--- src/rtl/geo_pkg.sv ---
package geo_pkg;

	localparam int MAX_CHARS = 12;
	localparam int FRAC_BITS = 24;
	localparam int AXIS_BITS = 30;
	localparam int CODE_W    = 2 * AXIS_BITS;
	localparam int SYM_W     = 5;
	localparam int ASCII_W   = 7;
	localparam int CNT_W     = 4;
	localparam int LAT_W     = 32;
	localparam int LON_W     = 33;
	localparam int LAT_RW    = 32;
	localparam int LON_RW    = 33;

	localparam logic [CNT_W-1:0] CHAR_RESET = CNT_W'(9);
	localparam logic [CNT_W-1:0] CHAR_MAX   = CNT_W'(MAX_CHARS);

	localparam logic [LAT_RW-1:0] LAT_SPAN = LAT_RW'(180) << FRAC_BITS;
	localparam logic [LON_RW-1:0] LON_SPAN = LON_RW'(360) << FRAC_BITS;

	localparam logic signed [LAT_W:0] LAT_LIM = (LAT_W + 1)'(90) << FRAC_BITS;
	localparam logic signed [LON_W:0] LON_LIM = (LON_W + 1)'(180) << FRAC_BITS;

	localparam logic [ASCII_W-1:0] ALPHABET [32] = '{
		7'h30, 7'h31, 7'h32, 7'h33, 7'h34, 7'h35, 7'h36, 7'h37,
		7'h38, 7'h39, 7'h62, 7'h63, 7'h64, 7'h65, 7'h66, 7'h67,
		7'h68, 7'h6a, 7'h6b, 7'h6d, 7'h6e, 7'h70, 7'h71, 7'h72,
		7'h73, 7'h74, 7'h75, 7'h76, 7'h77, 7'h78, 7'h79, 7'h7a
	};

	typedef struct packed {
		logic              valid;
		logic              err;
		logic [LAT_RW-1:0] lat_r;
		logic [LON_RW-1:0] lon_r;
		logic [CODE_W-1:0] code;
	} cell_t;

endpackage

--- src/rtl/geo_cell.sv ---
module geo_cell (
	input  logic           clk,
	input  logic           arst_n,
	input  logic           en,
	input  geo_pkg::cell_t c_in,
	output geo_pkg::cell_t c_out
);

	logic [geo_pkg::LAT_RW:0]   lat2;
	logic [geo_pkg::LON_RW:0]   lon2;
	logic                       lat_ge;
	logic                       lon_ge;
	logic [geo_pkg::LAT_RW-1:0] lat_nx;
	logic [geo_pkg::LON_RW-1:0] lon_nx;

	logic                       valid_q;
	logic                       err_q;
	logic [geo_pkg::LAT_RW-1:0] lat_q;
	logic [geo_pkg::LON_RW-1:0] lon_q;
	logic [geo_pkg::CODE_W-1:0] code_q;

	// one bisection step per axis: double the remainder, subtract span if it fits
	always_comb begin
		lat2   = {c_in.lat_r, 1'b0};
		lon2   = {c_in.lon_r, 1'b0};
		lat_ge = lat2 >= {1'b0, geo_pkg::LAT_SPAN};
		lon_ge = lon2 >= {1'b0, geo_pkg::LON_SPAN};
		lat_nx = lat_ge ? geo_pkg::LAT_RW'(lat2 - {1'b0, geo_pkg::LAT_SPAN})
		                : geo_pkg::LAT_RW'(lat2);
		lon_nx = lon_ge ? geo_pkg::LON_RW'(lon2 - {1'b0, geo_pkg::LON_SPAN})
		                : geo_pkg::LON_RW'(lon2);
	end

	always_ff @(posedge clk or negedge arst_n) begin
		if (!arst_n) begin
			valid_q <= 1'b0;
		end else if (en) begin
			valid_q <= c_in.valid;
		end
	end

	always_ff @(posedge clk) begin
		if (en) begin
			err_q  <= c_in.err;
			lat_q  <= lat_nx;
			lon_q  <= lon_nx;
			code_q <= {c_in.code[geo_pkg::CODE_W-3:0], lon_ge, lat_ge};
		end
	end

	assign c_out.valid = valid_q;
	assign c_out.err   = err_q;
	assign c_out.lat_r = lat_q;
	assign c_out.lon_r = lon_q;
	assign c_out.code  = code_q;

endmodule

--- src/rtl/geo_serial.sv ---
module geo_serial (
	input  logic                        clk,
	input  logic                        arst_n,
	input  geo_pkg::cell_t              tail,
	input  logic [geo_pkg::CNT_W-1:0]   n,
	output logic                        take,
	output logic                        out_valid,
	input  logic                        out_stall,
	output logic [geo_pkg::SYM_W-1:0]   symbol,
	output logic [geo_pkg::ASCII_W-1:0] ascii_char,
	output logic                        last,
	output logic                        range_error
);

	logic                       busy_q;
	logic                       err_q;
	logic [geo_pkg::CNT_W-1:0]  left_q;
	logic [geo_pkg::CODE_W-1:0] code_q;
	logic [geo_pkg::SYM_W-1:0]  sym;
	logic                       out_free;
	logic                       emit;
	logic                       fin;

	assign sym      = code_q[geo_pkg::CODE_W-1 -: geo_pkg::SYM_W];
	assign out_free = !out_valid || !out_stall;
	assign emit     = busy_q && out_free;
	assign fin      = emit && (left_q == geo_pkg::CNT_W'(1));
	assign take     = tail.valid && (!busy_q || fin);

	always_ff @(posedge clk or negedge arst_n) begin
		if (!arst_n) begin
			busy_q    <= 1'b0;
			out_valid <= 1'b0;
		end else begin
			if (take) begin
				busy_q <= 1'b1;
			end else if (fin) begin
				busy_q <= 1'b0;
			end
			if (out_free) begin
				out_valid <= busy_q;
			end
		end
	end

	always_ff @(posedge clk) begin
		if (take) begin
			code_q <= tail.code;
			err_q  <= tail.err;
			left_q <= tail.err ? geo_pkg::CNT_W'(1) : n;
		end else if (emit) begin
			code_q <= {code_q[geo_pkg::CODE_W-geo_pkg::SYM_W-1:0], geo_pkg::SYM_W'(0)};
			left_q <= left_q - geo_pkg::CNT_W'(1);
		end
		if (emit) begin
			symbol      <= err_q ? geo_pkg::SYM_W'(0) : sym;
			ascii_char  <= err_q ? geo_pkg::ASCII_W'(0) : geo_pkg::ALPHABET[sym];
			last        <= left_q == geo_pkg::CNT_W'(1);
			range_error <= err_q;
		end
	end

endmodule

--- src/rtl/geohash_encoder.sv ---
// Path from an accepted coordinate word to its first character word, in order:
// One entry register and thirty bisection cells, one bit pair per cell, then the serialiser.
// Throughput: one character word per cycle while out_stall is low; a pair gives char_count words,
// held to 1..12, or one word on error. The serialiser's output port sets the sustained rate.
// Reset: valid flags clear, char_count returns to 9.
module geohash_encoder (
	input  logic                               clk,
	input  logic                               arst_n,
	input  logic                               cfg_we,
	input  logic [geo_pkg::CNT_W-1:0]          cfg_wdata,
	input  logic                               in_valid,
	output logic                               in_stall,
	input  logic signed [geo_pkg::LAT_W-1:0]   lat_deg,
	input  logic signed [geo_pkg::LON_W-1:0]   lon_deg,
	output logic                               out_valid,
	input  logic                               out_stall,
	output logic [geo_pkg::SYM_W-1:0]          symbol,
	output logic [geo_pkg::ASCII_W-1:0]        ascii_char,
	output logic                               last,
	output logic                               range_error
);

	logic [geo_pkg::CNT_W-1:0]     char_q;
	logic [geo_pkg::CNT_W-1:0]     n;
	logic                          adv;
	logic                          take;

	logic signed [geo_pkg::LAT_W:0] lat_x;
	logic signed [geo_pkg::LON_W:0] lon_x;
	logic [geo_pkg::LAT_W:0]        lat_sum;
	logic [geo_pkg::LON_W:0]        lon_sum;
	logic                           err;

	logic                       ent_valid_q;
	logic                       ent_err_q;
	logic [geo_pkg::LAT_RW-1:0] ent_lat_q;
	logic [geo_pkg::LON_RW-1:0] ent_lon_q;

	geo_pkg::cell_t chain [geo_pkg::AXIS_BITS+1];

	always_ff @(posedge clk or negedge arst_n) begin
		if (!arst_n) begin
			char_q <= geo_pkg::CHAR_RESET;
		end else if (cfg_we) begin
			char_q <= cfg_wdata;
		end
	end

	assign n = (char_q == geo_pkg::CNT_W'(0)) ? geo_pkg::CNT_W'(1) :
	           (char_q > geo_pkg::CHAR_MAX)   ? geo_pkg::CHAR_MAX : char_q;

	always_comb begin
		lat_x   = {lat_deg[geo_pkg::LAT_W-1], lat_deg};
		lon_x   = {lon_deg[geo_pkg::LON_W-1], lon_deg};
		err     = (lat_x < -geo_pkg::LAT_LIM) || (lat_x > geo_pkg::LAT_LIM) ||
		          (lon_x < -geo_pkg::LON_LIM) || (lon_x > geo_pkg::LON_LIM);
		lat_sum = lat_x + geo_pkg::LAT_LIM;
		lon_sum = lon_x + geo_pkg::LON_LIM;
	end

	assign adv      = !chain[geo_pkg::AXIS_BITS].valid || take;
	assign in_stall = !adv;

	always_ff @(posedge clk or negedge arst_n) begin
		if (!arst_n) begin
			ent_valid_q <= 1'b0;
		end else if (adv) begin
			ent_valid_q <= in_valid;
		end
	end

	// out-of-range words carry zero offsets; the error flag overrides the bits
	always_ff @(posedge clk) begin
		if (adv) begin
			ent_err_q <= err;
			ent_lat_q <= err ? '0 : lat_sum[geo_pkg::LAT_RW-1:0];
			ent_lon_q <= err ? '0 : lon_sum[geo_pkg::LON_RW-1:0];
		end
	end

	assign chain[0].valid = ent_valid_q;
	assign chain[0].err   = ent_err_q;
	assign chain[0].lat_r = ent_lat_q;
	assign chain[0].lon_r = ent_lon_q;
	assign chain[0].code  = '0;

	for (genvar i = 0; i < geo_pkg::AXIS_BITS; i++) begin : g_cell
		geo_cell u_cell (
			.clk    (clk),
			.arst_n (arst_n),
			.en     (adv),
			.c_in   (chain[i]),
			.c_out  (chain[i+1])
		);
	end

	geo_serial u_serial (
		.clk         (clk),
		.arst_n      (arst_n),
		.tail        (chain[geo_pkg::AXIS_BITS]),
		.n           (n),
		.take        (take),
		.out_valid   (out_valid),
		.out_stall   (out_stall),
		.symbol      (symbol),
		.ascii_char  (ascii_char),
		.last        (last),
		.range_error (range_error)
	);

	a_err_last: assert property (@(posedge clk) disable iff (!arst_n)
		(out_valid && range_error) |-> last)
		else $error("error word without last");

	a_err_zero: assert property (@(posedge clk) disable iff (!arst_n)
		(out_valid && range_error) |-> (symbol == '0 && ascii_char == '0))
		else $error("error word carries a character");

	a_stall_tail: assert property (@(posedge clk) disable iff (!arst_n)
		in_stall |-> chain[geo_pkg::AXIS_BITS].valid)
		else $error("input stalled with empty chain tail");

	a_char_sym: assert property (@(posedge clk) disable iff (!arst_n)
		(out_valid && !range_error) |-> ascii_char == geo_pkg::ALPHABET[symbol])
		else $error("character code does not match symbol");

endmodule
--- config.mk ---
export PLATFORM = sky130hd
export DESIGN_NAME = geohash_encoder
export DESIGN_NICKNAME = d
export VERILOG_FILES = /design/src/rtl/geo_pkg.sv /design/src/rtl/geo_cell.sv /design/src/rtl/geo_serial.sv /design/src/rtl/geohash_encoder.sv
export SDC_FILE = /design/constraint.sdc
export NUM_CORES = 2
export LEC_CHECK = 0
export BUFFER_PORTS_ARGS = -buffer_cell sky130_fd_sc_hd__buf_2
export CORE_UTILIZATION = 65
export CTS_CLUSTER_SIZE = 20
export DETAILED_ROUTE_END_ITERATION = 16
export MAX_ROUTING_LAYER = met4
export PLACE_DENSITY = 0.84
export SLEW_MARGIN = 20
export SYNTH_ARGS = -nofsm -noshare
export SYNTH_HDL_FRONTEND = slang
export SYNTH_HIERARCHICAL = 1
export SYNTH_SLANG_ARGS = --single-unit
--- constraint.sdc ---
create_clock -name clk -period 130.5 [get_ports clk]
set_input_delay 13.05 -clock clk [delete_from_list [all_inputs] [get_ports clk]]
set_output_delay 13.05 -clock clk [all_outputs]
set_load 0.005 [all_outputs]
Yosys cells after proc, flatten, opt, wreduce, memory -nomap -nowiden
Memories as Yosys holds them, arrays and structs flattened. A register that Yosys moved wholly into a read port is not among the register bits.
Cells that the tools add are included.
{ "word_totals": {"wordCells": 432, "reg_bits": 3020, "out_inout_bits": 16, "mem_count": 1, "rom_bits": 224} }
{ "memory_table": {"columns": ["name", "depth", "word_bits", "read_ports", "rd_ports_with_merged_regs", "write_ports", "line_no", "source"], "rows": [
  ["(no name shown)", 32, 7, 1, 1, 0, "geo_serial.sv:57", "ascii_char <= err_q ? geo_pkg::ASCII_W'(0) : geo_pkg::ALPHABET[sym];"]
]} }
{ "classes": {"reduce_logical": 17, "mux": 67, "magnitude_cmp": 65, "bitwise": 1, "eq_ne": 1, "add_sub_neg": 61} }
{ "op_table": {"columns": ["operator", "count"], "rows": [
  ["$ge 34x33->1 const B", 30],
  ["$ge 33x32->1 const B", 30],
  ["$mux 33", 29],
  ["$sub 33x33->33 const B", 29],
  ["$mux 32", 29],
  ["$sub 32x32->32 const B", 29],
  ["$mux 60", 2],
  ["$add 33x33->33 const B", 1],
  ["$gt 33x33->1 const B", 1],
  ["$lt 33x33->1 const B", 1],
  ["$add 32x32->32 const B", 1],
  ["$gt 32x32->1 const B", 1],
  ["$lt 32x32->1 const B", 1],
  ["$mux 4", 5],
  ["$logic_or 1x1->1", 6],
  ["$not 5->6", 1],
  ["$logic_not 1->1", 5],
  ["$eq 4x1->1 const B", 1],
  ["$gt 4x4->1 const B", 1],
  ["$logic_not 4->1", 1],
  ["$reduce_bool 2->1", 2],
  ["$sub 4x1->4 const B", 1],
  ["$logic_and 1x1->1", 3],
  ["$mux 1", 2]
]} }

Logic depth before layout (Yosys ltp)
{ "logic_depth": {"word_depth": 8, "depth_mapped": 10, "ltp_nobuf": 8} }

Hierarchy
The synthesis kept the hierarchy.
{ "modules_own_cells": {"columns": ["module", "cells_each", "instances", "seq_area_each_um2", "area_per_inst_um2"], "rows": [
  ["geo_cell", 193, 30, 3748.6, 4242.8],
  ["geo_serial", 217, 1, 2412.3, 3719.8],
  ["geohash_encoder", 292, 1, 2109.5, 3570.9]
]} }

Worst setup path before layout
Ideal clock, no wire load.
{ "synth_timing": {"kind": "input to output", "start": "in out_stall", "end": "out in_stall", "setup_slack_ps": 7199, "stages": 7, "t_required_ps": 117450, "arrival_ps": 110251, "path_cell_list": "nand2_1 > a31oi_1 > buf_6 > buf_2 > inv_1 > nand2b_1 > inv_1"} }
{ "synth_between": {"elab_chain_cells": 8} }
{ "synth_lines": {"columns": ["element", "line_no", "source"], "rows": [
  ["start: declaration", "geohash_encoder.sv:16", "input logic out_stall,"],
  ["$logic_not 1->1", "geo_serial.sv:25", "assign out_free = !out_valid || !out_stall;"],
  ["$logic_or 1x1->1", "geo_serial.sv:25", null],
  ["$logic_and 1x1->1", "geo_serial.sv:26", "assign emit = busy_q && out_free;"],
  ["$logic_and 1x1->1", "geo_serial.sv:27", "assign fin = emit && (left_q == geo_pkg::CNT_W'(1));"],
  ["$logic_or 1x1->1", "geo_serial.sv:28", "assign take = tail.valid && (!busy_q || fin);"],
  ["$logic_and 1x1->1", "geo_serial.sv:28", null],
  ["via take", "geohash_encoder.sv:26", "logic take;"],
  ["$logic_or 1x1->1", "geohash_encoder.sv:61", "assign adv = !chain[geo_pkg::AXIS_BITS].valid || take;"],
  ["via adv", "geohash_encoder.sv:25", "logic adv;"],
  ["$logic_not 1->1", "geohash_encoder.sv:62", "assign in_stall = !adv;"],
  ["end: declaration", "geohash_encoder.sv:12", "output logic in_stall,"]
]} }
The timed path passes the listed nets, and every way through them passes these cells.

Worst setup path in the final report
Ends and elaborated chain as after synthesis.

==> results.txt <==
----------------------------------------------------
[Setup path]
  Worst r2r path cells ... 12
  List of cells traversed by the critical path ... buf_2 > nand2_1 > a31oi_4 > buf_4 > inv_1 > nand2b_4 > inv_1 > buf_2
  Required arrival time at the worst endpoint ... 117.45 ns
  Setup crit start kind ... input pin
  Cell class contributing the biggest share of worst-path delay ... buffers and inverters
  CP max FO ... 65
  Register-to-register setup slack ... 123.47 ns
  Arrival time at the worst endpoint ... 15.18 ns
  Critical path class ... in -> out
  Slowest stage cell, crit path ... buf_4
  Terminus of the critical flop-to-flop path ... g_cell[6].u_cell/lon_q[3]
  Worst Setup SP ... out_stall
  Worst Setup End Kind ... primary output
  Worst flop-to-flop path startpoint ... u_serial/left_q[1]
  Buffers & Inverters on Critical Path ... 5
  Slowest Stage Delay on Critical Path ... 0.83 ns

[Cells and area]
  Post-route cell area ... 107,000 um2
  Antenna diode count ... 0
  Commonest cells after routing, fill and taps aside ... 2,631 x edfxtp_1, 251 x inv_1, 235 x clkbuf_16, 185 x nand2_1, 128 x nor2_1
  Fraction of final layout cells sized beyond drive strength 1 ... 0.176
  Net count, final ... 5,398
  Layout-stage area growth over the synthesis result ... 10.3%
  Most frequent standard cell in the layout excluding fill and tap cells ... edfxtp_1
  Post-Route Utilization ... 0.724

[Timing]
  RSZ-0062 raised after global routing ... no
  Headroom to the max-slew limit ... 0.234
  Final min period ... 28.22 ns
  Smallest hold slack ... 0.393 ns
  Setup violation total in the final timing report ... 0
  Slew at the pin closest to its max-slew limit ... 1.15 ns
  Setup TNS after final layout ... 0 ns
  Post-route clock skew ... 0.0617 ns
  Highest attainable clock frequency ... 0.0354 GHz
  Final Max Tran Viols ... 0
  Period Utilization, post-route ... 0.216
  Hold violation count in the final report ... 0

[Run]
  Reported max-cap violation count ... 0

[Placement]
  Final HPWL DP ... 88,800 um
  # port buffers ... 89
  Standard cell area after detailed placement ... 99,300 um2
  Routability congestion estimate ... 0.887

[Floorplan]
  Starting density of the core ... 0.656
  Standard-cell row count ... 141
  Die width ... 388 um
  Die area ... 151,000 um2
  Die H ... 388 um
  Core area ... 148,000 um2
  Number of I/O pins ... 90

[Hold path]
  Hold Path Cell Cnt ... 0
  Worst Hold Launch ... g_cell[6].u_cell/code_q[3]
  Hold-critical path endpoint ... g_cell[7].u_cell/code_q[5]
  Hold/Removal Path Class ... reg -> reg

[Clock tree]
  Clock tree buffer depth ... 3
  Depth of the CTS H-tree ... 4
  Insertion delay of the later-clocked pin in the worst-skew pair ... 0.86 ns
  Clock slew at the register clock pins of the worst setup and hold paths ... 0.07 ns
  Library cell used as clock root buffer ... clkbuf_16
  Gates resized, CTS repair ... 0
  TritonCTS buffer count ... 233
  TritonCTS Sinks ... 2,669
  Hold buffer count at cts ... 0
  CTS tree ... done
  Setup Buffers After CTS ... 0

[Detailed routing]
  Detailed Route Iter0 Violations ... 4,202
  DRC violation count after routing ... 0
  Router iterations before antenna repair ... 7
  Final wirelength ... 170,000 um
  Routed vias ... 44,600
  Detail-routed via count per cell ... 6.06
  Count of antenna-violating nets left after detailed routing ... 0
  DR WL/cell ... 23.0 um

[Pwr]
  Clock network power share ... 0.215
  Power spent charging and discharging nets ... 982 uW
  Sequential fraction of design power ... 0.597
  Static leakage power ... 38.2 nW
  VDD IR-drop max ... 0.0274 mV
  Total power draw ... 3.21 mW
  Power share of the combinational group ... 0.187
  Share of total power consumed by net switching ... 0.306
  Internal Pwr Total ... 2.23 mW
  Power density over the cells ... 30.0 nW/um2

[Logic synthesis]
  Synth warn ... 6
  Mapped Area ... 97,100 um2
  Mapped Avg Cell Area ... 19.4 um2
  Gate count of the mapped netlist ... 4,996

[Global route]
  Combined global-route utilization of all metal layers ... 0.231
  Global-route wire length before repair ... 258,000 um
  Vias in the first global route ... 46,600
  Antenna violations before repair ... 0
  Overall overflow remaining after global route ... 0
  Pin count of the biggest net entering global routing ... 211

[Status]
  Status ... completed

----------------------------------------------------
flip-flops by register name, indices dropped and copies added, names as in the netlist, 4 cells and up:
register	flops
char_q	4
ent_lat_q	32
ent_lon_q	33
g_cell.u_cell/code_q	930
g_cell.u_cell/err_q	30
g_cell.u_cell/lat_q	599
g_cell.u_cell/lon_q	928
g_cell.u_cell/valid_q	30
u_serial/ascii_char	7
u_serial/code_q	60
u_serial/left_q	4
u_serial/symbol	5
per-stage QoR:
| stage | setup WS, ns | std cells |
|---|---|---|
| 5_1_grt | 102.08 | 7364 |
| 3_5_place_dp | 102.24 | 6918 |
| 3_3_place_gp | 102.32 | 6918 |
| 6_report | 102.28 | 7364 |
| 2_1_floorplan | 38.34 | 5000 |
| 4_1_cts | 102.26 | 7361 |
layout make-up:
type / count / area, um2
Sequential cell: 2669 / 80000
Fill cell: 7581 / 40900
Multi-Input combinational cell: 1950 / 15300
Clock buffer: 284 / 6090
Tap cell: 1930 / 2410
Clock inverter: 159 / 1590
Inverter: 251 / 942
Timing Repair Buffer: 121 / 818
worst max path at each step:
stage,end,slack [ns],cells after the start
finish,in_stall,102.28,8
global route,in_stall,102.08,8
CTS,in_stall,102.26,8
detailed placement,in_stall,102.24,8
global placement,in_stall,102.32,8
floorplan,in_stall,38.34,7
power groups by stage:
stage / Sequential (mW) / Clock (mW) / Combinational, mW
2_1_floorplan: 3.13 / 0 / 0.476
3_3_place_gp: 1.86 / 0 / 0.511
3_5_place_dp: 1.91 / 0 / 0.552
4_1_cts: 1.92 / 0.700 / 0.589
5_1_grt: 1.96 / 0.731 / 0.637
6_report: 1.92 / 0.691 / 0.601
per-layer routing:
metal  wire (um)  vias to the layer above  GRT usage
met4        7590                        0      0.107
met1       57800                    22100      0.233
met5           0                        -          -
met3        8060                      550     0.0321
li1            -                    20000          -
met2       96100                     1957      0.436
(Power assumes the default switching activity.)
